### src/design/dad_pkg.sv
// Shared constants, side-band type and elaboration-time helpers for the
// dihedral angle pipeline. No dependencies.
`default_nettype none

package dad_pkg;

  localparam logic [63:0] PI_Q61      = 64'h6487ED5110B4611A;
  localparam int          MUL_LIMB    = 32;
  localparam int          MUL_LAT     = 5;
  localparam int          CHUNK       = 32;
  localparam int          C_SHIFT     = 60;
  localparam int          S_SHIFT     = 120;
  localparam int          SQW         = 122;
  localparam int          SQ_TW       = 128;
  localparam int          ROOT_W      = 62;
  localparam int          SQ_STEPS    = 62;
  localparam int          CORDIC_STEPS = 62;
  localparam int          CS_W        = 64;
  localparam int          ANGLE_SCALE = 180;

  typedef struct packed {
    logic neg;
    logic degen;
  } side_t;

  // Restoring long division, used only to build constants.
  function automatic logic [63:0] udiv64(input logic [63:0] num, input logic [63:0] dvs);
    logic [64:0] rem;
    logic [63:0] quo;
    rem = '0;
    quo = '0;
    for (int k = 63; k >= 0; k--) begin
      rem = {rem[63:0], num[k]};
      if (rem >= {1'b0, dvs}) begin
        rem    = rem - {1'b0, dvs};
        quo[k] = 1'b1;
      end
    end
    return quo;
  endfunction

  // atan(2^-i) in Q61 radians from the alternating series.
  function automatic logic [63:0] atan_q61(input int i);
    logic [63:0] sum;
    logic [63:0] term;
    int n;
    sum = '0;
    n   = 0;
    if (i == 0) begin
      return PI_Q61 >> 2;
    end
    while (i * (2 * n + 1) <= 61) begin
      term = udiv64(64'd1 << (61 - i * (2 * n + 1)), 64'(2 * n + 1));
      if (n % 2 == 1) sum = sum - term;
      else sum = sum + term;
      n++;
    end
    return sum;
  endfunction

endpackage

`default_nettype wire

### src/design/dad_cordic_cell.sv
// One CORDIC vectoring cell: rotates towards the x axis by atan(2^-IDX).
// Depends on dad_pkg.
`default_nettype none

module dad_cordic_cell #(
  parameter int          IDX  = 0,
  parameter logic [63:0] ATAN = 64'd0
) (
  input  logic                            clk_i,
  input  logic                            en_i,
  input  logic signed [dad_pkg::CS_W-1:0] x_i,
  input  logic signed [dad_pkg::CS_W-1:0] y_i,
  input  logic signed [dad_pkg::CS_W-1:0] z_i,
  output logic signed [dad_pkg::CS_W-1:0] x_o,
  output logic signed [dad_pkg::CS_W-1:0] y_o,
  output logic signed [dad_pkg::CS_W-1:0] z_o
);
  import dad_pkg::*;

  logic signed [CS_W-1:0] dx;
  logic signed [CS_W-1:0] dy;
  logic signed [CS_W-1:0] x_q, y_q, z_q;

  assign dx = y_i >>> IDX;
  assign dy = x_i >>> IDX;

  always_ff @(posedge clk_i) begin
    if (en_i) begin
      if (!y_i[CS_W-1]) begin
        x_q <= x_i + dx;
        y_q <= y_i - dy;
        z_q <= z_i + $signed(ATAN);
      end else begin
        x_q <= x_i - dx;
        y_q <= y_i + dy;
        z_q <= z_i - $signed(ATAN);
      end
    end
  end

  assign x_o = x_q;
  assign y_o = y_q;
  assign z_o = z_q;

endmodule

`default_nettype wire

### config.mk
export PLATFORM = sky130hd
export DESIGN_NAME = dad_cordic_cell
export DESIGN_NICKNAME = d
export VERILOG_FILES = /design/src/design/dad_pkg.sv /design/src/design/dad_cordic_cell.sv
export SDC_FILE = /design/constraint.sdc
export NUM_CORES = 1
export LEC_CHECK = 0
export ABC_CLOCK_PERIOD_IN_PS = 4900
export BUFFER_PORTS_ARGS = -buffer_cell sky130_fd_sc_hd__buf_2
export CORE_MARGIN = 2
export CORE_UTILIZATION = 30
export DETAILED_ROUTE_END_ITERATION = 10
export PLACE_DENSITY = 0.51
export SLEW_MARGIN = 20
export SYNTH_ARGS = -nofsm -noshare
export SYNTH_HDL_FRONTEND = slang
export SYNTH_SLANG_ARGS = --single-unit
export TNS_END_PERCENT = 20
### constraint.sdc
create_clock -name clk_i -period 4.9 [get_ports clk_i]
set_clock_uncertainty 0.05 [all_clocks]
set_input_delay 0.98 -clock clk_i [delete_from_list [all_inputs] [get_ports clk_i]]
set_output_delay 0.98 -clock clk_i [all_outputs]
set_load 0.01 [all_outputs]
==> run metrics <==
status=finished, final reports clean; most frequent cells in the layout=383 x buf_2, 287 x a21oi_1, 204 x ha_1; CP max FO=12; layout cells sized above 1=23.47%; Pre-Repair DR Iteration Count=8; Area growth syn-to-layout=24.33%; WL/cell=22.95 um; power per cell area=276.3 nW/um^2; clock slew at reported path FFs=0.09 ns; GRT Total Usage=24.57%; Worst-Margin Slew=1.180 ns; post-synthesis mux area share=1.710%; Final Cycle Share=95.42%; post-layout util=37.59%; Vias/cell=5.435; DRC Markers=0; P_leak=9.946 nW; YS warnings=0; Top Ports=386; filler instances=6322; Final WS setup=0.2244 ns; Crit path arrival time=4.88 ns; height of the die=250.4 um; setup_tns=0 ns; Non-Filler Instances=3438; Post-synth EDFFs=191; fin crit period=4.676 ns; Place WS=-0.5712 ns; Slew headroom=20.59%; Post-Syn Area=18210 um^2; RSZ-0062 raised after global routing=false; Synth Register Bits=191; Clock Tree Buf Depth=2; Crit path required time=5.11 ns; Post-DP HPWL=65080 um; first-pass GRT wire length=116500 um; largest net degree at the start of global routing=83; placed insts=3404; max_cap viols=0; min-delay worst type=input pin to register; clock buffer count from CTS=17; main combinational cell family by area after synthesis=compound AO/OA/AOI/OAI gates; drt total wl=78900 um; Mapped Avg Cell Area=8.429 um^2; cell taking the most area after synthesis=edfxtp_1; total design power=6.258 mW; CTS tree=yes; Post-Synth Adder-Cell Area=14.23%; Port Buffer Count=385; Starting Density=30.23%; compound-cell area share of the yosys netlist=25.88%; Synth Area in XOR/XNOR=5.962%; Synth async-reset ratio=0%; number of global-route vias before repair=18320; CTS root buffer=clkbuf_16; Seq/Total Area, Yosys=31.49%; most common cell after layout, fill and taps aside=buf_2; CP Launch Type=input pin; grt ovf=0; Hold WS=0.5977 ns; H-tree depth=4; routability cong.=0.9904; Vias=18690; Die Width=250.4 um; max frequency=213.9 MHz; cells after synthesis=2161; final setup fails=0; row count=90; layout net count=3041; Die ar.=62700 um^2; Max Slew Vio Count=0; share of the synthesized area in the top cell type=31.49%; synthesized net count=2561; Worst Setup Path Type=input pin to register; core area=60250 um^2; Design Area, Final=22650 um^2; library cells used by synthesis=81; post-place instance area=22030 um^2; crit end category=register; final hold violations=0; Worst VDD drop=0.2869 mV; hold path depth=1; Sink Count=191; Main synth FF type=edfxtp_1; initial antenna violation count=3; Simple-Gate Fraction of Synth Area=14.34%; top post-synthesis cells by area=edfxtp_1 31%, ha_1 14%, a21oi_1 7.9%; Initial DRC Count=1674; post-route ant nets=0
layer usage:
metal,share of wire (%),vias to the layer above,global-route usage (%)
li1,-,8813,-
met1,45,9039,32.80
met2,46,742,40.26
met3,6.3,88,4.572
met4,2.5,4,7.391
met5,0.032,-,0
state kept, by name, summed over array words and instances (netlist names):
| signal | flops |
|---|---|
| x_o | 64 |
| z_o | 64 |
| y_o | 63 |
power by group:
| group | internal [mW] | switching (mW) | total [mW] |
|---|---|---|---|
| clock | 0.697 | 0.807 | 1.50 |
| sequential | 2.11 | 0.0777 | 2.18 |
| combinational | 0.952 | 1.62 | 2.57 |
critical path, stage by stage:
cell and delay [ns]:
buf_2 0.11, inv_1 0.04, ha_1 0.54, nor2_1 0.24, a21oi_1 0.26, o21ai_0 0.10, buf_4 0.17, nor4_2 0.37
buf_4 0.18, o21ai_0 0.16, buf_4 0.21, o2111ai_2 0.39, o21ai_2 0.22, buf_4 0.19, a2111oi_0 0.42, nor2_1 0.12
xnor2_1 0.14
cells in the mapped netlist (all sizes together) (38+ instances only):
| master | number |
|---|---|
| buf | 38 |
| nand2 | 121 |
| xnor2 | 115 |
| clkbuf | 55 |
| o21ai | 159 |
| a21oi | 289 |
| inv | 204 |
| nor3 | 52 |
| edfxtp | 191 |
| nor2 | 185 |
| o21bai | 51 |
| a21o | 39 |
| ha | 204 |
| nand4 | 47 |
layout make-up:
class                           instances  area (um^2)  share of cell area (%)
Inverter                              207        777.0                   3.431
Sequential cell                       191         5736                   25.33
Clock inverter                         15        177.7                  0.7845
Tap cell                              782        978.4                   4.320
Timing Repair Buffer                  554         3219                   14.22
Antenna cell                            2        5.005                 0.02210
Multi-Input combinational cell       1670        11330                   50.02
Clock buffer                           17        425.4                   1.878
final timing paths:
check,startpoint,endpoint,slack [ns]
max,x_i[11],y_o[58],0.22
min,z_i[50],z_o[50],0.60
cell families after synthesis:
logic type,Yosys count
compound gates,759
simple gates,550
buf+inv,300
fa+ha+maj,206
flops,191
xor+xnor,124
mux,31
what timing repair did:
action / in CTS / in global routing
pin swaps: 0 / 0
endpoints found under the setup margin: 1 / 3
hold buffers: 0 / 0
buffers inserted: 0 / 0
gates resized for setup: 1 / 1
(Power assumes the default switching activity.)
