`config.mk`:
```
export PLATFORM = sky130hd
export DESIGN_NAME = dad_mul
export DESIGN_NICKNAME = d
export VERILOG_FILES = /design/src/design/dad_pkg.sv /design/src/design/dad_mul.sv
export SDC_FILE = /design/constraint.sdc
export NUM_CORES = 1
export LEC_CHECK = 0
export CAP_MARGIN = 20
export CORE_ASPECT_RATIO = 0.6
export CORE_UTILIZATION = 43
export DETAILED_ROUTE_END_ITERATION = 6
export DONT_BUFFER_PORTS = 1
export GPL_TIMING_DRIVEN = 0
export SLEW_MARGIN = 10
export SYNTH_ARGS = -nofsm -noshare
export SYNTH_HDL_FRONTEND = slang
export SYNTH_SLANG_ARGS = --single-unit
export TNS_END_PERCENT = 20
```
`constraint.sdc`:
```
create_clock -name clk_i -period 5.2 [get_ports clk_i]
set_input_delay 0.26 -clock clk_i [delete_from_list [all_inputs] [get_ports clk_i]]
set_output_delay 0.26 -clock clk_i [all_outputs]
set_load 0.02 [all_outputs]
```
`src/design/dad_pkg.sv`:
```
// Shared constants, side-band type and elaboration-time helpers for the
// dihedral angle pipeline. No dependencies.
`default_nettype none

package dad_pkg;

  localparam logic [63:0] PI_Q61      = 64'h6487ED5110B4611A;
  localparam int          MUL_LIMB    = 32;
  localparam int          MUL_LAT     = 5;
  localparam int          CHUNK       = 32;
  localparam int          C_SHIFT     = 60;
  localparam int          S_SHIFT     = 120;
  localparam int          SQW         = 122;
  localparam int          SQ_TW       = 128;
  localparam int          ROOT_W      = 62;
  localparam int          SQ_STEPS    = 62;
  localparam int          CORDIC_STEPS = 62;
  localparam int          CS_W        = 64;
  localparam int          ANGLE_SCALE = 180;

  typedef struct packed {
    logic neg;
    logic degen;
  } side_t;

  // Restoring long division, used only to build constants.
  function automatic logic [63:0] udiv64(input logic [63:0] num, input logic [63:0] dvs);
    logic [64:0] rem;
    logic [63:0] quo;
    rem = '0;
    quo = '0;
    for (int k = 63; k >= 0; k--) begin
      rem = {rem[63:0], num[k]};
      if (rem >= {1'b0, dvs}) begin
        rem    = rem - {1'b0, dvs};
        quo[k] = 1'b1;
      end
    end
    return quo;
  endfunction

  // atan(2^-i) in Q61 radians from the alternating series.
  function automatic logic [63:0] atan_q61(input int i);
    logic [63:0] sum;
    logic [63:0] term;
    int n;
    sum = '0;
    n   = 0;
    if (i == 0) begin
      return PI_Q61 >> 2;
    end
    while (i * (2 * n + 1) <= 61) begin
      term = udiv64(64'd1 << (61 - i * (2 * n + 1)), 64'(2 * n + 1));
      if (n % 2 == 1) sum = sum - term;
      else sum = sum + term;
      n++;
    end
    return sum;
  endfunction

endpackage

`default_nettype wire

```
`src/design/dad_mul.sv`:
```
// Pipelined signed multiplier built from 32 by 32 bit partial products.
// Depends on dad_pkg.
`default_nettype none

module dad_mul #(
  parameter int WA = 8,
  parameter int WB = 8
) (
  input  logic                  clk_i,
  input  logic                  en_i,
  input  logic signed [WA-1:0]  a_i,
  input  logic signed [WB-1:0]  b_i,
  output logic signed [WA+WB-1:0] p_o
);
  import dad_pkg::*;

  localparam int NA   = (WA + MUL_LIMB - 1) / MUL_LIMB;
  localparam int NB   = (WB + MUL_LIMB - 1) / MUL_LIMB;
  localparam int AW   = NA * MUL_LIMB;
  localparam int BW   = NB * MUL_LIMB;
  localparam int PW   = AW + BW;
  localparam int ROWW = BW + MUL_LIMB;

  logic [WA-1:0]           abs_a;
  logic [WB-1:0]           abs_b;
  logic [AW-1:0]           ma_q;
  logic [BW-1:0]           mb_q;
  logic [3:0]              sg_q;
  logic [2*MUL_LIMB-1:0]   pp_q [NA][NB];
  logic [ROWW-1:0]         row_d [NA];
  logic [ROWW-1:0]         row_q [NA];
  logic [PW-1:0]           sum_d;
  logic [PW-1:0]           sum_q;
  logic signed [WA+WB-1:0] p_q;

  assign abs_a = a_i[WA-1] ? WA'(-a_i) : WA'(a_i);
  assign abs_b = b_i[WB-1] ? WB'(-b_i) : WB'(b_i);

  always_comb begin
    for (int i = 0; i < NA; i++) begin
      row_d[i] = '0;
      for (int j = 0; j < NB; j++) begin
        row_d[i] = row_d[i] + (ROWW'(pp_q[i][j]) << (MUL_LIMB * j));
      end
    end
    sum_d = '0;
    for (int i = 0; i < NA; i++) begin
      sum_d = sum_d + (PW'(row_q[i]) << (MUL_LIMB * i));
    end
  end

  always_ff @(posedge clk_i) begin
    if (en_i) begin
      ma_q <= AW'(abs_a);
      mb_q <= BW'(abs_b);
      sg_q <= {sg_q[2:0], a_i[WA-1] ^ b_i[WB-1]};
      for (int i = 0; i < NA; i++) begin
        for (int j = 0; j < NB; j++) begin
          pp_q[i][j] <= (2*MUL_LIMB)'(ma_q[i*MUL_LIMB +: MUL_LIMB])
                        * (2*MUL_LIMB)'(mb_q[j*MUL_LIMB +: MUL_LIMB]);
        end
      end
      row_q <= row_d;
      sum_q <= sum_d;
      p_q   <= sg_q[3] ? (WA+WB)'(-sum_q) : (WA+WB)'(sum_q);
    end
  end

  assign p_o = p_q;

endmodule

`default_nettype wire

```
==> run_results.csv, run 1 <==
group,metric,value,unit
run_status,status,"finished, final reports clean",
die,rows,30,
die,io_pins,34,
pwr,p_int,2.00,mW
cells_and_area,final_nets,535,
sta,setup_tns,0,ns
synthesis,synth_area,5280,um2
placed_design,io_buffers,0,
global_routing,grt_pass1_vias,3145,
die,die_w,145,um
clock_tree,cts-resized-gates,0,
sta,relSlewSlack,71.4,%
routing,vias,2967,
run,max_cap_violations,0,
pwr,clkPwrFrac,23.0,%
routing,vias_per_cell,4.89,
pwr,switching_power,1.08,mW
synthesis,yosysWarnings,0,
clock_tree,cts.sinks,84,
routing,drc,0,
cells_and_area,drive_above_1_share,4.92,%
synthesis,async_flop_share,0,%
clock_tree,cts_tree,"done",
critical_path,path_class,"flip-flop to flip-flop",
global_routing,grt_pass1_wl,14900,um
sta,period_share,85.6,%
synthesis,synth_cells,430,
routing,first_pass_iters,4,
clock_tree,cts_buffers,9,
sta,maxSlewViolCount,0,
routing,ant_nets,0,
clock_tree,clkSlewWorstSetupHoldPaths,0.07,ns
synthesis,yosysTopAreaCellShare,47.8,%
sta,final.setup_skew,0.00803,ns
sta,setup_viol,0,
critical_path,end_kind,"flip-flop",
sta,finalHoldViolations,0,
critical_path,crit_fanout,8,
die,dieArea,12700,um2
global_routing,grt_overflow_total,0,
global_routing,grt_start_max_net_pins,85,
pwr,powerDensity,530,nW/um2
cells_and_area,final_cells,607,
synthesis,seq_area_frac_synth,47.8,%
placed_design,finalWeightedCongestion,0.803,
clock_tree,cts-root-buf,"clkbuf_16",
sta,rsz0062_at_grt,"false",
hold_path,hold_path.class,"input port to flip-flop",
global_routing,grt_usage,15.1,%
clock_tree,clockBufferDepth,2,
sta,tightest_slew,0.426,ns
placed_design,dp.cells,590,
global_routing,antenna_found_initial,0,
synthesis,synth.net_count,523,
synthesis,yosysUniqueCellTypes,44,
pwr,p_leak,2.39,nW
placed_design,dp.final_hpwl,6120,um
synthesis,ys.flop_type,"edfxtp_1",
critical_path,required,5.27,ns
die,start_util,45.4,%
die,coreArea,11600,um2
routing,drt_wl_total,8370,um
synthesis,yosys.area.top_type,"edfxtp_1",
pwr,p_seq_share,35.0,%
critical_path,cp.arrival,4.52,ns
synthesis,ys_ff_latch,84,
sta,min_period,4.45,ns
routing,drtIter0Drc,180,
die,fp.dieH,87.8,um
pwr,swShare,35.0,%
sta,fmax,0.225,GHz
synthesis,avgSynthCellArea,12.3,um2
synthesis,synth_edf_count,84,
pwr,vdd_drop_max,0.281,mV
routing,wl_per_cell,13.8,um
cells_and_area,diodes,0,
pwr,power_frac_comb,42.0,%
pwr,power,3.08,mW
cells_and_area,syn2layout_area_growth,10.2,%
clock_tree,worstSkewPairLatency,0.34,ns
synthesis,ys_top_cells_by_area,"edfxtp_1 (48%), fa_1 (14%), ha_1 (9.2%), and2_1 (6.0%), xnor2_1 (4.3%)",
clock_tree,h-tree-depth,3,
critical_path,cp-start-kind,"flip-flop",
worst paths after layout:
| kind | start | end | slack (ns) | depth (start not counted) |
|---|---|---|---|---|
| worst max register to register | mb_q[7]$_SDFFCE_PN0P_ | pp_q[0][12]$_DFFE_PP_ | 0.75 | 12 |
| worst min-delay path | a_i[0] | ma_q[0]$_DFFE_PP_ | 0.02 | 0 |
| worst max-delay path | mb_q[7]$_SDFFCE_PN0P_ | pp_q[0][12]$_DFFE_PP_ | 0.75 | 12 |
| worst min register to register | row_q[10]$_DFFE_PP_ | sum_q[10]$_DFFE_PP_ | 0.42 | 0 |
flip-flops by register name (all words and copies together) (netlist names):
name,flops
ma_q,8
mb_q,8
p_o,16
pp_q,16
row_q,16
sg_q,4
sum_q,16
power groups by stage:
| stage | clock, mW | sequential [mW] | combinational (mW) |
|---|---|---|---|
| after floorplan | 0 | 1.06 | 1.06 |
| after detailed placement | 0 | 1.09 | 1.29 |
| after global placement | 0 | 1.09 | 1.28 |
| after global routing | 0.764 | 1.09 | 1.52 |
| after CTS | 0.729 | 1.08 | 1.31 |
| final | 0.708 | 1.08 | 1.30 |
placed cells by master, fill, tap and decap left out, drive strengths merged, types with 12 or more instances in the layout:
cell type | synthesis | layout
edfxtp | 84 | 84
nand2 | 33 | 33
ha | 39 | 39
and2 | 51 | 51
fa | 36 | 36
o21ai | 14 | 14
inv | 60 | 64
xnor2 | 26 | 26
clkbuf | 3 | 12
nor2 | 12 | 12
cells by family after synthesis:
logic type	count (synthesis)	synth area share (%)
flops	84	47.8
buf+inv	64	4.57
simple gates	131	13.5
compound gates	40	5.26
xor+xnor	34	5.64
fa+ha+maj	75	22.9
mux	2	0.403
Yosys cell counts (3+ instances only):
cell and instances:
o31ai_1 4, xnor2_1 26, or3_1 6, o21ai_0 14
nand3_1 3, fa_1 36, and2_1 51, nand2b_1 6
nor2_1 12, ha_1 39, nor3_1 5, clkbuf_1 3
nor2b_1 3, inv_1 60, edfxtp_1 84, a21oi_1 4
nand2_1 33, xor2_1 8
metal layers:
layer / up-vias / GRT usage, % / wire, um
met4: 0 / 4.02 / 87
met5: - / 0 / 0
li1: 1482 / - / -
met2: 49 / 24.8 / 3680
met3: 8 / 4.38 / 346
met1: 1428 / 19.8 / 4260
stage by stage:
step                hold WS (ns)  utilization (%)  cell area [um2]  worst slack, ns
floorplan                  0.359                -             5280             1.00
global placement           0.359             47.1             5480            0.736
detailed placement         0.359             47.1             5480            0.751
CTS                      0.00345             49.9             5810            0.724
global route            0.000226             50.0             5820            0.525
finish                    0.0183             50.0             5820            0.749
layout make-up:
class / count / area (um2)
Tap cell: 160 / 200
Inverter: 60 / 225
Clock inverter: 7 / 103
Multi-Input combinational cell: 282 / 2520
Clock buffer: 9 / 225
Sequential cell: 84 / 2520
Fill cell: 1018 / 5820
Timing Repair Buffer: 1 / 10.0
Buffer: 4 / 16.3
repair_timing:
item	4_1_cts	5_1_grt
hold endpoints to repair	0	1
buffers inserted	0	0
hold buffers	0	1
critical path, cell delays in order, from the launching register on:
cell      delay [ns]
edfxtp_1        0.51
and2_1          0.23
fa_1            0.51
fa_1            0.52
fa_1            0.54
inv_1           0.05
fa_1            0.53
inv_1           0.04
ha_1            0.24
or3_1           0.37
nor3_1          0.29
or2_1           0.22
o311ai_1        0.11
Power figures use the tool's default switching activity.
==> run 2: changes to the inputs <==
CAP_MARGIN = 30   (was 20)
CORE_MARGIN = 1.5   (was default)
==> run_results.csv, run 2 (synthesis gave the netlist of run 1 again) <==
group,metric,value,unit
pwr,switching_power,1.07,mW
global_routing,grt_pass1_wl,15000,um
sta,finalHoldViolations,0,
cells_and_area,fin_util,48.2,%
pwr,p_int,1.91,mW
cells_and_area,final_cell_mix,"edfxtp_1 (84), inv_1 (60), and2_1 (51)",
die,die_w,146,um
critical_path,crit_fanout,8,
routing,drtIter0Drc,125,
global_routing,grt_start_max_net_pins,85,
die,coreArea,12000,um2
die,start_util,43.9,%
routing,first_pass_iters,4,
routing,vias,3002,
critical_path,crit_chain,"and2_1 -> fa_1 -> fa_1 -> fa_1 -> inv_1 -> fa_1 -> inv_1 -> ha_1 -> nor3_1 -> or2_2 -> or2_1 -> a211o_1",
die,io_pins,34,
clock_tree,cts.sinks,84,
pwr,vdd_drop_max,0.244,mV
global_routing,grt_pass1_vias,3100,
pwr,clkPwrFrac,20.3,%
critical_path,rr_worst_depth,12,
placed_design,io_buffers,0,
cells_and_area,final_common_cell,"edfxtp_1",
pwr,p_seq_share,36.3,%
critical_path,cp_common_cell,"fa_1",
critical_path,crit_cells,12,
sta,rsz0062_at_grt,"false",
routing,wl_per_cell,13.8,um
critical_path,regToRegSetupSlack,0.73,ns
clock_tree,worstSkewPairLatency,0.34,ns
sta,relSlewSlack,70.3,%
clock_tree,h-tree-depth,3,
sta,postLayoutSetupSlackWorst,0.731,ns
routing,ant_nets,0,
sta,tightest_slew,0.442,ns
sta,min_period,4.47,ns
placed_design,finalWeightedCongestion,0.840,
placed_design,place_ws,0.713,ns
die,fp.dieH,88.8,um
clock_tree,cts-root-buf,"clkbuf_16",
critical_path,end_kind,"flip-flop",
sta,setup_viol,0,
clock_tree,clockBufferDepth,2,
run,max_cap_violations,0,
sta,worst_hold_slack,0.0462,ns
sta,setup_tns,0,ns
die,dieArea,13000,um2
critical_path,cp-start-kind,"flip-flop",
sta,fmax,0.224,GHz
pwr,swShare,35.9,%
pwr,p_leak,2.37,nW
global_routing,grt_overflow_total,0,
cells_and_area,drive_above_1_share,4.91,%
cells_and_area,syn2layout_area_growth,9.67,%
routing,drc,0,
global_routing,grt_usage,15.1,%
critical_path,crit_family,"adder cells",
critical_path,path_class,"flip-flop to flip-flop",
sta,final.setup_skew,0.00671,ns
clock_tree,cts_buffers,9,
clock_tree,cts_tree,"done",
critical_path,cp.arrival,4.55,ns
routing,vias_per_cell,4.90,
die,rows,31,
clock_tree,clkSlewWorstSetupHoldPaths,0.06,ns
critical_path,required,5.28,ns
hold_path,hold_depth,0,
clock_tree,post_cts_buffers,0,
run_status,status,"finished, final reports clean",
critical_path,crit_slowest_cell,"fa_1",
critical_path,path_buf_inv,2,
global_routing,antenna_found_initial,0,
sta,maxSlewViolCount,0,
placed_design,dp.final_hpwl,6250,um
hold_path,hold_path.class,"input port to flip-flop",
sta,period_share,85.9,%
cells_and_area,diodes,0,
pwr,powerDensity,514,nW/um2
pwr,power,2.97,mW
critical_path,max_stage_delay,0.58,ns
pwr,power_frac_comb,43.4,%
cells_and_area,final_nets,536,
routing,drt_wl_total,8450,um
run 2: cell types whose count changed in the layout (fill, tap and decap cells not counted):
cell           change
bufinv_16          -2
inv_6              -1
clkinv_4           +2
clkinvlp_4         +1
dlygate4sd3_1      +1
run 2: layer usage:
| metal | up-vias | global-route usage (%) | share of wire (%) |
|---|---|---|---|
| li1 | 1480 | - | - |
| met4 | 0 | 5.14 | 1.4 |
| met2 | 57 | 23.9 | 43 |
| met3 | 11 | 3.87 | 4.0 |
| met1 | 1454 | 20.6 | 52 |
| met5 | - | 0 | 0 |
run 2: worst paths after layout:
kind / from / end
worst max-delay path: ma_q[4]$_DFFE_PP_ / pp_q[0][14]$_DFFE_PP_
worst max register to register: ma_q[4]$_DFFE_PP_ / pp_q[0][14]$_DFFE_PP_
worst min-delay path: en_i / mb_q[7]$_SDFFCE_PN0P_
worst min register to register: pp_q[0][6]$_DFFE_PP_ / row_q[6]$_DFFE_PP_
run 2: power by group through the flow:
stage	combinational, mW	sequential (mW)	clock [mW]
floorplan	1.06	1.06	0
global placement	1.28	1.09	0
detailed placement	1.30	1.10	0
CTS	1.31	1.08	0.624
global route	1.52	1.10	0.650
finish	1.29	1.08	0.603
run 2: cell type report:
class | instances | area (um2)
fill | 1085 | 6230
buffer | 4 | 16.3
sequential | 84 | 2520
clock buffer | 9 | 225
clock inverter | 7 | 58.8
multi-input combinational | 282 | 2520
tap | 165 | 206
inverter | 60 | 225
timing repair buffer | 2 | 20.0
run 2: through the flow:
step | instance area (um2) | std cells
5_1_grt | 5790 | 613
3_3_place_gp | 5490 | 595
6_report | 5790 | 613
3_5_place_dp | 5490 | 595
4_1_cts | 5770 | 611
2_1_floorplan | 5280 | 430
run 2: timing repair:
action,4_1_cts,5_1_grt
endpoints found under the hold margin,0,2
resized for setup,0,0
hold buffers,0,2
