[src/design/dad_pkg.sv]
// Shared constants, side-band type and elaboration-time helpers for the
// dihedral angle pipeline. No dependencies.
`default_nettype none

package dad_pkg;

  localparam logic [63:0] PI_Q61      = 64'h6487ED5110B4611A;
  localparam int          MUL_LIMB    = 32;
  localparam int          MUL_LAT     = 5;
  localparam int          CHUNK       = 32;
  localparam int          C_SHIFT     = 60;
  localparam int          S_SHIFT     = 120;
  localparam int          SQW         = 122;
  localparam int          SQ_TW       = 128;
  localparam int          ROOT_W      = 62;
  localparam int          SQ_STEPS    = 62;
  localparam int          CORDIC_STEPS = 62;
  localparam int          CS_W        = 64;
  localparam int          ANGLE_SCALE = 180;

  typedef struct packed {
    logic neg;
    logic degen;
  } side_t;

  // Restoring long division, used only to build constants.
  function automatic logic [63:0] udiv64(input logic [63:0] num, input logic [63:0] dvs);
    logic [64:0] rem;
    logic [63:0] quo;
    rem = '0;
    quo = '0;
    for (int k = 63; k >= 0; k--) begin
      rem = {rem[63:0], num[k]};
      if (rem >= {1'b0, dvs}) begin
        rem    = rem - {1'b0, dvs};
        quo[k] = 1'b1;
      end
    end
    return quo;
  endfunction

  // atan(2^-i) in Q61 radians from the alternating series.
  function automatic logic [63:0] atan_q61(input int i);
    logic [63:0] sum;
    logic [63:0] term;
    int n;
    sum = '0;
    n   = 0;
    if (i == 0) begin
      return PI_Q61 >> 2;
    end
    while (i * (2 * n + 1) <= 61) begin
      term = udiv64(64'd1 << (61 - i * (2 * n + 1)), 64'(2 * n + 1));
      if (n % 2 == 1) sum = sum - term;
      else sum = sum + term;
      n++;
    end
    return sum;
  endfunction

endpackage

`default_nettype wire

[src/design/dad_sqrt_cell.sv]
// One digit cell of the restoring square root row: settles one root bit.
// Depends on dad_pkg.
`default_nettype none

module dad_sqrt_cell #(
  parameter int BIT = 0
) (
  input  logic                       clk_i,
  input  logic                       en_i,
  input  logic [dad_pkg::SQW-1:0]    rem_i,
  input  logic [dad_pkg::ROOT_W-1:0] root_i,
  output logic [dad_pkg::SQW-1:0]    rem_o,
  output logic [dad_pkg::ROOT_W-1:0] root_o
);
  import dad_pkg::*;

  logic [SQ_TW-1:0]  trial;
  logic              fits;
  logic [SQW-1:0]    rem_q;
  logic [ROOT_W-1:0] root_q;

  // Setting this bit raises the square by 2*root*2^BIT + 4^BIT.
  assign trial = (SQ_TW'(root_i) << (BIT + 1)) + (SQ_TW'(1) << (2 * BIT));
  assign fits  = SQ_TW'(rem_i) >= trial;

  always_ff @(posedge clk_i) begin
    if (en_i) begin
      rem_q  <= fits ? SQW'(SQ_TW'(rem_i) - trial) : rem_i;
      root_q <= fits ? (root_i | (ROOT_W'(1) << BIT)) : root_i;
    end
  end

  assign rem_o  = rem_q;
  assign root_o = root_q;

endmodule

`default_nettype wire

[config.mk]
export PLATFORM = sky130hd
export DESIGN_NAME = dad_sqrt_cell
export DESIGN_NICKNAME = d
export VERILOG_FILES = /design/src/design/dad_pkg.sv /design/src/design/dad_sqrt_cell.sv
export SDC_FILE = /design/constraint.sdc
export NUM_CORES = 1
export LEC_CHECK = 0
export BUFFER_PORTS_ARGS = -buffer_cell sky130_fd_sc_hd__buf_4
export CORE_ASPECT_RATIO = 1.4
export CORE_MARGIN = 5
export CORE_UTILIZATION = 53
export CTS_CLUSTER_DIAMETER = 60
export DETAILED_ROUTE_END_ITERATION = 10
export PLACE_DENSITY = 0.82
export SETUP_SLACK_MARGIN = 0.5
export SLEW_MARGIN = 20
export SYNTH_ARGS = -nofsm -noshare
export SYNTH_HDL_FRONTEND = slang
export SYNTH_SLANG_ARGS = --single-unit
[constraint.sdc]
create_clock -name clk_i -period 3.67 [get_ports clk_i]
set_clock_uncertainty 0.05 [all_clocks]
set_input_delay 0.1835 -clock clk_i [delete_from_list [all_inputs] [get_ports clk_i]]
set_output_delay 0.1835 -clock clk_i [all_outputs]
set_load 0.02 [all_outputs]
==> results.toml, run 1 <==
[power]
netSwitchingFraction_pct = 32.0
combPwrFrac_pct = 32.3
leakagePower_uw = 0.00743
seqPwrFrac_pct = 40.3
power_uw = 6660
internal-power_uw = 4530
power_switching_uw = 2130
ir_worst_vdd_uv = 457
clockPowerShare_pct = 27.4
p_per_area_mw_per_mm2 = 376

[cts]
htreeDepth = 4
clock-root-buffer = "clkbuf_16"
clkTransAtPathRegs_ns = 0.07
cts_num_sinks = 184
numCtsBuffers = 17
clk_path_buf_depth = 2
cts_tree = "done"

[critical_path]
cp_max_fo = 4
path_cells = "buf_4 -> ha_1 -> and2_1 -> a221oi_2 -> nand2_1 -> a2111o_1 -> a311oi_1 -> buf_4 -> o31ai_2 -> a31o_2 -> a41oi_2 -> xor2_2 -> o21ai_0"
worstSetupEndpointType = "flip-flop"
cp-endpoint = "rem_o[62]$_DFFE_PP_"
slowest_delay_ns = 0.53
cp.depth = 13
required_ns = 3.79
cp_top_family = "compound AO/OA/AOI/OAI gates"
path_common_cell = "buf_4"
slowest_stage = "a2111o_1"
worstPathArrival_ns = 3.29
critPathLaunchType = "input pin"
crit_buf_inv = 2
crit_type = "input pin to flip-flop"
startpoint = "rem_i[5]"

[grt]
grt_remaining_overflow = 0
grt_max_degree = 74
grt_util_all_layers_pct = 35.3
grt_pass1_wl_um = 70100
grt_pass1_vias = 13100
antenna_found_initial = 1

[synth]
ys_seq_area_share_pct = 46.2
syn_nets = 1469
syn-cell-area_mm2 = 0.0120
syn_inst = 1219
ys_ff_latch = 184
synth_cell_type_count = 70
yosysWarnings = 0
synthTopCellsByArea = "edfxtp_1 (46%), ha_1 (6.6%), xnor2_1 (4.9%)"
synth_xor_area_share_pct = 8.86
synth_mux_area_share_pct = 0.659
synth_flop_cell = "edfxtp_1"
synth_top_family_by_area = "simple AND/OR/NAND/NOR gates"
async_reset_ff_share_pct = 0
synth-edff-count = 184
synth_top_cell_by_area = "edfxtp_1"
yosys.area_share.adder_pct = 6.76
synth-simple-area-share_pct = 18.3
synth_top_area_share_pct = 46.2
synth-compound-area-share_pct = 15.2
avgSynthCellArea_um2 = 9.81

[sta]
relSlewSlack_pct = 46.8
slew_viol_final = 0
hold_ws_ns = 0.00392
timing.fmax_mhz = 315
period_needed_ns = 3.17
setup-violations-final = 0
hold_viol_final = 0
fin_crit_sh_pct = 86.4
worstMarginPinSlew_ns = 0.798
rsz0062_at_grt = "yes"

[drt]
drt_iter0_drc = 1025
drt_pass1_iterations = 8
finalWirelength_um = 46500
routedWlPerCell_um = 22.2
route.detailed.drc = 0
ant_nets = 0
vias = 12600
via_per_inst = 6.01

[floorplan]
die_h_um = 188
dieArea_mm2 = 0.0257
io_pins = 370
coreArea_mm2 = 0.0224
initial_utilization_pct = 53.5
die_w_um = 137
placementRows = 65

[cells_and_area]
nets = 2034
syn_to_final_growth_pct = 48.3
drive_above_1_share_pct = 30.3
final_util_pct = 79.3
fill_cells = 1385

[hold_path]
holdPathStages = 3
hold_class = "input pin to flip-flop"

[placement]
portBuffers = 369
gp_congestion = 0.934
dp_hpwl_um = 32600

[status]
status = "finished, final reports clean"

[run]
drv_cap = 0
cells in the mapped netlist (3+ instances only):
cell	instances
a2111oi_0	3
a211o_1	3
a211oi_1	5
a21boi_0	4
a21o_1	26
a21oi_1	82
a221oi_1	3
a31oi_1	11
and2_1	4
and3_1	11
and3b_1	3
buf_2	10
clkbuf_1	32
edfxtp_1	184
ha_1	63
inv_1	76
mux2_2	7
nand2_1	145
nand2b_1	10
nand3_1	24
nand3b_1	3
nand4_1	33
nand4b_1	4
nor2_1	85
nor2b_1	4
nor3_1	28
nor3b_1	5
nor4_1	18
nor4_2	6
nor4b_1	4
o211ai_1	6
o21a_1	10
o21ai_0	104
o21bai_1	11
o31ai_1	4
or2_2	5
or3_1	14
or4_1	7
xnor2_1	67
xor2_1	54
stage by stage:
stage / instance area, µm² / TNS (ns) / instances / setup slack [ns]
floorplan: 12000 / 0 / 1219 / 0.509
global placement: 15600 / -1.52 / 1926 / -0.252
detailed placement: 15600 / -1.76 / 1926 / -0.246
CTS: 17500 / 0 / 2095 / 0.511
global route: 17700 / 0 / 2099 / 0.397
finish: 17700 / 0 / 2099 / 0.498
cells by family after synthesis:
group	Yosys count
AOI/OAI and AO/OA	297
xor gates and xnor gates	121
adders and majority gates	64
buffers and inverters	121
DFF	184
muxes	7
and+or+nand+nor	425
routing by layer:
metal  up-vias  track usage, %  part of all wire, %  routed length [µm]
met4         0            23.1                  7.7                3590
met5         -               0                    0                   0
met3       238            8.32                  8.6                4010
met1      5954            36.1                   32               14900
met2       826            62.8                   52               24000
li1       5605               -                    -                   -
worst min-delay path by stage:
stage / startpoint / endpoint / slack [ns]
2_1_floorplan: root_i[10] / root_o[10]$_DFFE_PP_ / 0.23
3_3_place_gp: root_i[14] / root_o[14]$_DFFE_PP_ / 0.32
3_5_place_dp: root_i[16] / root_o[16]$_DFFE_PP_ / 0.32
4_1_cts: rem_i[33] / rem_o[33]$_DFFE_PP_ / 0.0002
5_1_grt: rem_i[33] / rem_o[33]$_DFFE_PP_ / 0.009
6_report: rem_i[33] / rem_o[33]$_DFFE_PP_ / 0.004
worst min-delay path, stage by stage:
cell     delay, ns
buf_4         0.09
nand2_1       0.04
o21ai_0       0.07
layout make-up:
type | instances | area [µm²] | area share (%)
Multi-Input combinational cell | 914 | 6140 | 34.6
Sequential cell | 184 | 5530 | 31.2
Timing Repair Buffer | 591 | 4840 | 27.3
Clock buffer | 18 | 429 | 2.42
Tap cell | 301 | 377 | 2.12
Inverter | 76 | 285 | 1.61
Clock inverter | 14 | 133 | 0.748
Antenna cell | 1 | 2.50 | 0.0141
power groups by stage:
stage | logic, µW | registers, µW | clock network [µW]
after floorplan | 702 | 3010 | 0
after detailed placement | 1930 | 2720 | 0
final | 2150 | 2680 | 1830
after CTS | 2060 | 2680 | 1830
after global placement | 1910 | 2710 | 0
after global routing | 2270 | 2700 | 1950
flip-flops by register name, summed over array words and instances, names as in the netlist:
name,count
rem_o,122
root_o,62
placed cells by master, fill, tap and decap left out, drive strengths merged, types with 5 or more instances in the layout:
| cell | count |
|---|---|
| buf | 453 |
| edfxtp | 184 |
| nand2 | 145 |
| dlygate4sd3 | 138 |
| o21ai | 106 |
| nor2 | 86 |
| a21oi | 82 |
| inv | 77 |
| xnor2 | 67 |
| ha | 63 |
| xor2 | 54 |
| nand4 | 33 |
| nor3 | 30 |
| a21o | 26 |
| nor4 | 25 |
| nand3 | 24 |
| clkbuf | 18 |
| or3 | 15 |
| o21bai | 11 |
| and3 | 11 |
| a31oi | 11 |
| o21a | 10 |
| nand2b | 10 |
| clkinv | 10 |
| or4 | 9 |
| mux2 | 7 |
| o211ai | 6 |
| or2 | 6 |
| nor3b | 5 |
| nor4b | 5 |
| a211oi | 5 |
what timing repair did:
action,4_1_cts,5_1_grt
endpoints found under the hold margin,137,1
resized for setup,8,34
gates cloned,0,0
pin swaps,1,5
endpoints found under the setup margin,18,67
hold buffers,137,1
setup buffers,0,2
Power figures use the tool's default switching activity.
==> inputs of run 2 (changes only) <==
- RECOVER_POWER: default -> 100
- clock period: 3.67 -> 3.6 ns (I/O delays scaled with it)
==> results.toml, run 2 (synthesized netlist as in run 1, its figures left out) <==
[grt]
grt_max_degree = 185
antenna_found_initial = 1
grt_pass1_wl_um = 70500
grt_pass1_vias = 13200
grt_remaining_overflow = 0
grt_util_all_layers_pct = 35.4

[sta]
setup-violations-final = 0
worstMarginPinSlew_ns = 2.64
hold_viol_final = 1
hold_ws_ns = -0.00298
slew_viol_final = 185
period_needed_ns = 3.28
fin_crit_sh_pct = 91.1
setup_tns_ns = 0
relSlewSlack_pct = -75.9
timing.fmax_mhz = 305
rsz0062_at_grt = "yes"

[drt]
route.detailed.drc = 0
met2WireLength_um = 24900
drt_iter0_drc = 1180
drt_pass1_iterations = 6
highest_layer = "met4"
finalWirelength_um = 47900
vias = 12800
wl_met1_um = 15400
ant_nets = 0
via_per_inst = 6.04
routedWlPerCell_um = 22.6
routed-wl-met3_um = 4220

[cells_and_area]
drive_above_1_share_pct = 21.0
nets = 2059
final_common_cell = "buf_4"
final_area_mm2 = 0.0173
fill_cells = 1618
syn_to_final_growth_pct = 44.6
final_util_pct = 77.3
largest_register_ff_count = 122
mostFrequentLayoutCells = "buf_4 (222), clkbuf_1 (216), edfxtp_1 (184), nand2_1 (145), dlygate4sd3_1 (132)"
n_antenna_cell = 0

[placement]
dp_hpwl_um = 33200
portBuffers = 369
postPlaceCellArea_mm2 = 0.0157
gp_congestion = 0.957

[critical_path]
worstPathArrival_ns = 3.43
critPathLaunchType = "input pin"
crit_type = "input pin to flip-flop"
required_ns = 3.75
cp_max_fo = 4
worstSetupEndpointType = "flip-flop"

[cts]
clk_path_buf_depth = 2
cts_tree = "done"
clock-root-buffer = "clkbuf_16"
cts_num_sinks = 184
clkTransAtPathRegs_ns = 0.07
numCtsBuffers = 17
htreeDepth = 4

[power]
internal-power_uw = 4400
ir_worst_vdd_uv = 332
p_per_area_mw_per_mm2 = 384
power_switching_uw = 2240
leakagePower_uw = 0.00679
netSwitchingFraction_pct = 33.8
clockPowerShare_pct = 27.8
combPwrFrac_pct = 31.0
seqPwrFrac_pct = 41.2
power_uw = 6640

[floorplan]
die_w_um = 137
die_h_um = 188
io_pins = 370
placementRows = 65
dieArea_mm2 = 0.0257
coreArea_mm2 = 0.0224
initial_utilization_pct = 53.5

[run]
drv_cap = 1

[hold_path]
hold_class = "input pin to flip-flop"

[status]
status = "finished, violations left"
violations = "hold timing, capacitance limit, slew limit"
==> run 2: cell types whose count changed in the layout (fill, tap and decap cells not counted), moves of 3 or more <==
cell | previous run | this run
buf_4 | 446 | 222
clkbuf_1 | 1 | 216
clkbuf_4 | 0 | 38
ha_1 | 63 | 47
ha_2 | 0 | 8
ha_4 | 0 | 8
dlygate4sd3_1 | 138 | 132
buf_6 | 3 | 0
inv_6 | 1 | 4
nor2_1 | 85 | 82
nor4_2 | 9 | 6
o21ai_0 | 102 | 99
==> run 2: cell type report <==
class                   instances  area [µm²]  share of cell area [%]
inverters                      76         285                    1.65
repair buffers                616        4260                    24.6
multi-input cells             914        6300                    36.4
clock inverters                15         125                   0.724
well taps                     301         377                    2.18
clock buffers                  17         425                    2.46
flip-flops and latches        184        5530                    32.0
==> run 2: repair_timing <==
| item | 4_1_cts | 5_1_grt |
|---|---|---|
| buffers inserted | 4 | 13 |
| gates cloned | 1 | 2 |
| gates resized for setup | 7 | 82 |
| endpoints found under the hold margin | 132 | 0 |
| pin swaps | 3 | 24 |
| setup endpoints to repair | 38 | 108 |
| hold buffers | 132 | 0 |
==> run 2: worst max-delay path, stage by stage <==
cell	delay, ns
clkbuf_4	0.11
inv_1	0.04
ha_1	0.38
nand4_1	0.30
nor4_4	0.28
a2111o_1	0.34
a31oi_4	0.13
o41ai_4	0.29
buf_4	0.19
clkbuf_1	0.15
nor2_4	0.07
clkbuf_1	0.12
nor4_2	0.48
nand3_1	0.18
xnor2_1	0.17
==> run 2: power by group through the flow <==
stage / registers [µW] / logic [µW] / clock network (µW)
after floorplan: 3070 / 716 / 0
after global placement: 2770 / 1960 / 0
after detailed placement: 2770 / 1980 / 0
after CTS: 2730 / 2110 / 1820
after global routing: 2750 / 2180 / 1940
final: 2730 / 2060 / 1850
==> run 2: stage by stage <==
stage	cells	setup WS, ns
floorplan	1219	0.449
global placement	1939	-0.0973
detailed placement	1939	-0.188
CTS	2108	0.485
global route	2123	0.147
finish	2123	0.320
==> run 2: layer usage <==
layer,GRT usage [%],vias up
met5,0,-
met4,19.5,0
met3,8.86,285
met2,65.1,910
met1,35.6,5974
li1,-,5657
==> run 2: path summary, 6_finish.rpt <==
path                        from                    to  slack [ns]  cells after the start
worst max-delay path  root_i[16]  rem_o[109]$_DFFE_PP_        0.32                     15
worst min-delay path   rem_i[31]   rem_o[31]$_DFFE_PP_      -0.003                      3
==> inputs of run 3 (changes only) <==
--- a/config.mk
+++ b/config.mk
@@ -8,3 +8,3 @@
 export BUFFER_PORTS_ARGS = -buffer_cell sky130_fd_sc_hd__buf_4
-export CORE_ASPECT_RATIO = 1.4
+export CORE_ASPECT_RATIO = 0.7
 export CORE_MARGIN = 5
--- a/constraint.sdc
+++ b/constraint.sdc
@@ -4,2 +4,2 @@
 set_output_delay 0.18 -clock clk_i [all_outputs]
-set_load 0.02 [all_outputs]
+set_load 0.01 [all_outputs]
==> results.toml, run 3 (synthesized netlist as in run 1, its figures left out) <==
[status]
status = "finished, violations left"
violations = "capacitance limit, slew limit"

[drt]
drt_pass1_iterations = 6
via_per_inst = 6.00
ant_nets = 0
finalWirelength_um = 46000
route.detailed.drc = 0
routedWlPerCell_um = 22.0
vias = 12600
drt_iter0_drc = 1655

[grt]
grt_pass1_wl_um = 68200
grt_max_degree = 86
grt_remaining_overflow = 0
grt_pass1_vias = 12100
grt_util_all_layers_pct = 34.1
antenna_found_initial = 0

[sta]
fin_crit_sh_pct = 89.7
setup_slack_ns = 0.372
timing.fmax_mhz = 310
worstMarginPinSlew_ns = 2.29
period_needed_ns = 3.23
hold_viol_final = 0
rsz0062_at_grt = "yes"
setup-violations-final = 0
slew_viol_final = 86
relSlewSlack_pct = -52.3

[floorplan]
die_h_um = 136
initial_utilization_pct = 53.3
coreArea_mm2 = 0.0224
placementRows = 46
io_pins = 370
dieArea_mm2 = 0.0257
die_w_um = 190

[cells_and_area]
syn_to_final_growth_pct = 42.3
largest_register_ff_count = 122
drive_above_1_share_pct = 18.4
final_area_mm2 = 0.0170
mostFrequentLayoutCells = "clkbuf_1 (223), buf_4 (202), edfxtp_1 (184), nand2_1 (145), dlygate4sd3_1 (133)"
final_common_cell = "clkbuf_1"
n_antenna_cell = 0
nets = 2044

[critical_path]
crit_buf_inv = 4
worstSetupEndpointType = "flip-flop"
cp_max_fo = 6
worstPathArrival_ns = 3.37
path_cells = "clkbuf_1 -> inv_1 -> ha_1 -> a21oi_1 -> o21ai_0 -> a221oi_1 -> buf_4 -> o211ai_1 -> a311oi_2 -> clkbuf_1 -> o31ai_2 -> a31o_2 -> a41oi_1 -> xor2_1 -> o21ai_1"
crit_type = "input pin to flip-flop"
path_common_cell = "clkbuf_1"
slowest_delay_ns = 0.46
cp_top_family = "compound AO/OA/AOI/OAI gates"
required_ns = 3.74
slowest_stage = "a221oi_1"
critPathLaunchType = "input pin"

[power]
leakagePower_uw = 0.00672
p_per_area_mw_per_mm2 = 391
ir_worst_vdd_uv = 329

[cts]
numCtsBuffers = 17
htreeDepth = 4
clock-root-buffer = "clkbuf_16"
clk_path_buf_depth = 2
cts_tree = "done"
clkTransAtPathRegs_ns = 0.07
cts_num_sinks = 184

[hold_path]
hold_end = "rem_o[58]$_DFFE_PP_"
holdPathStages = 3
min-delay-start = "rem_i[58]"
hold_class = "input pin to flip-flop"

[placement]
dp_hpwl_um = 32800
portBuffers = 369
preCtsSetupSlack_ns = -0.186
gp_congestion = 0.944
postPlaceCellArea_mm2 = 0.0156

[run]
drv_cap = 1
run 3: changes by cell type in the layout (fill, tap and decap cells not counted), sizes merged:
cell,delta
bufinv,+4
clkinv,-5
inv,-1
buf,-15
dlygate4sd3,+1
clkdlybuf4s25,-1
clkbuf,+1
dlymetal6s4s,+1
run 3: worst max path at each step:
stage                     cells after the start       start              endpoint  slack (ns)
after floorplan                              12   root_i[4]   rem_o[62]$_DFFE_PP_        0.45
after CTS                                    12   rem_i[13]  rem_o[112]$_DFFE_PP_        0.48
after global routing                         16  root_i[15]  rem_o[121]$_DFFE_PP_        0.23
after global placement                       12   rem_i[13]  rem_o[112]$_DFFE_PP_       -0.27
final                                        15  root_i[34]   rem_o[62]$_DFFE_PP_        0.37
after detailed placement                     12   rem_i[13]  rem_o[112]$_DFFE_PP_       -0.19
run 3: area by class of cell:
cell class	instances	area [µm²]
fill	1728	5420
timing repair buffer	601	4120
inverter	76	285
tap	288	360
multi-input combinational	914	6080
clock inverter	13	216
sequential	184	5530
clock buffer	19	433
run 3: tightest hold or removal path, stage by stage:
cell     delay, ns
buf_4         0.10
nand2_1       0.05
o21ai_0       0.06
run 3: metrics by stage:
step                hold WS [ns]  instances  TNS (ns)  utilization, %  power [µW]
finish                   0.00862       2095         0            75.8        6650
global route             0.00748       2095         0            75.8        6910
CTS                      0.00121       2080         0            78.4        6780
detailed placement         0.319       1912    -0.361            69.3        4550
global placement           0.319       1912    -0.419            69.3        4510
floorplan                  0.229       1219         0               -        3610
run 3: metal layers:
layer  GRT usage (%)  vias up  share of wire (%)
met4            10.7        0                3.2
met1            45.7     5927                 39
met5               0        -                  0
met2            53.5      877                 45
li1                -     5623                  -
met3            10.7      139                 12
run 3: power breakdown:
part	total [µW]	switching, µW	internal [µW]	leakage [µW]
clock network	2130	883	1240	0.000310
registers	2740	79.3	2660	0.00180
logic	1790	1050	735	0.00461
run 3: repair_timing:
action	CTS	global route
hold buffers	134	0
cloned	0	1
endpoints found under the setup margin	14	100
hold endpoints to repair	134	0
resized for setup	7	52
pin swaps	2	20
buffers inserted	2	14
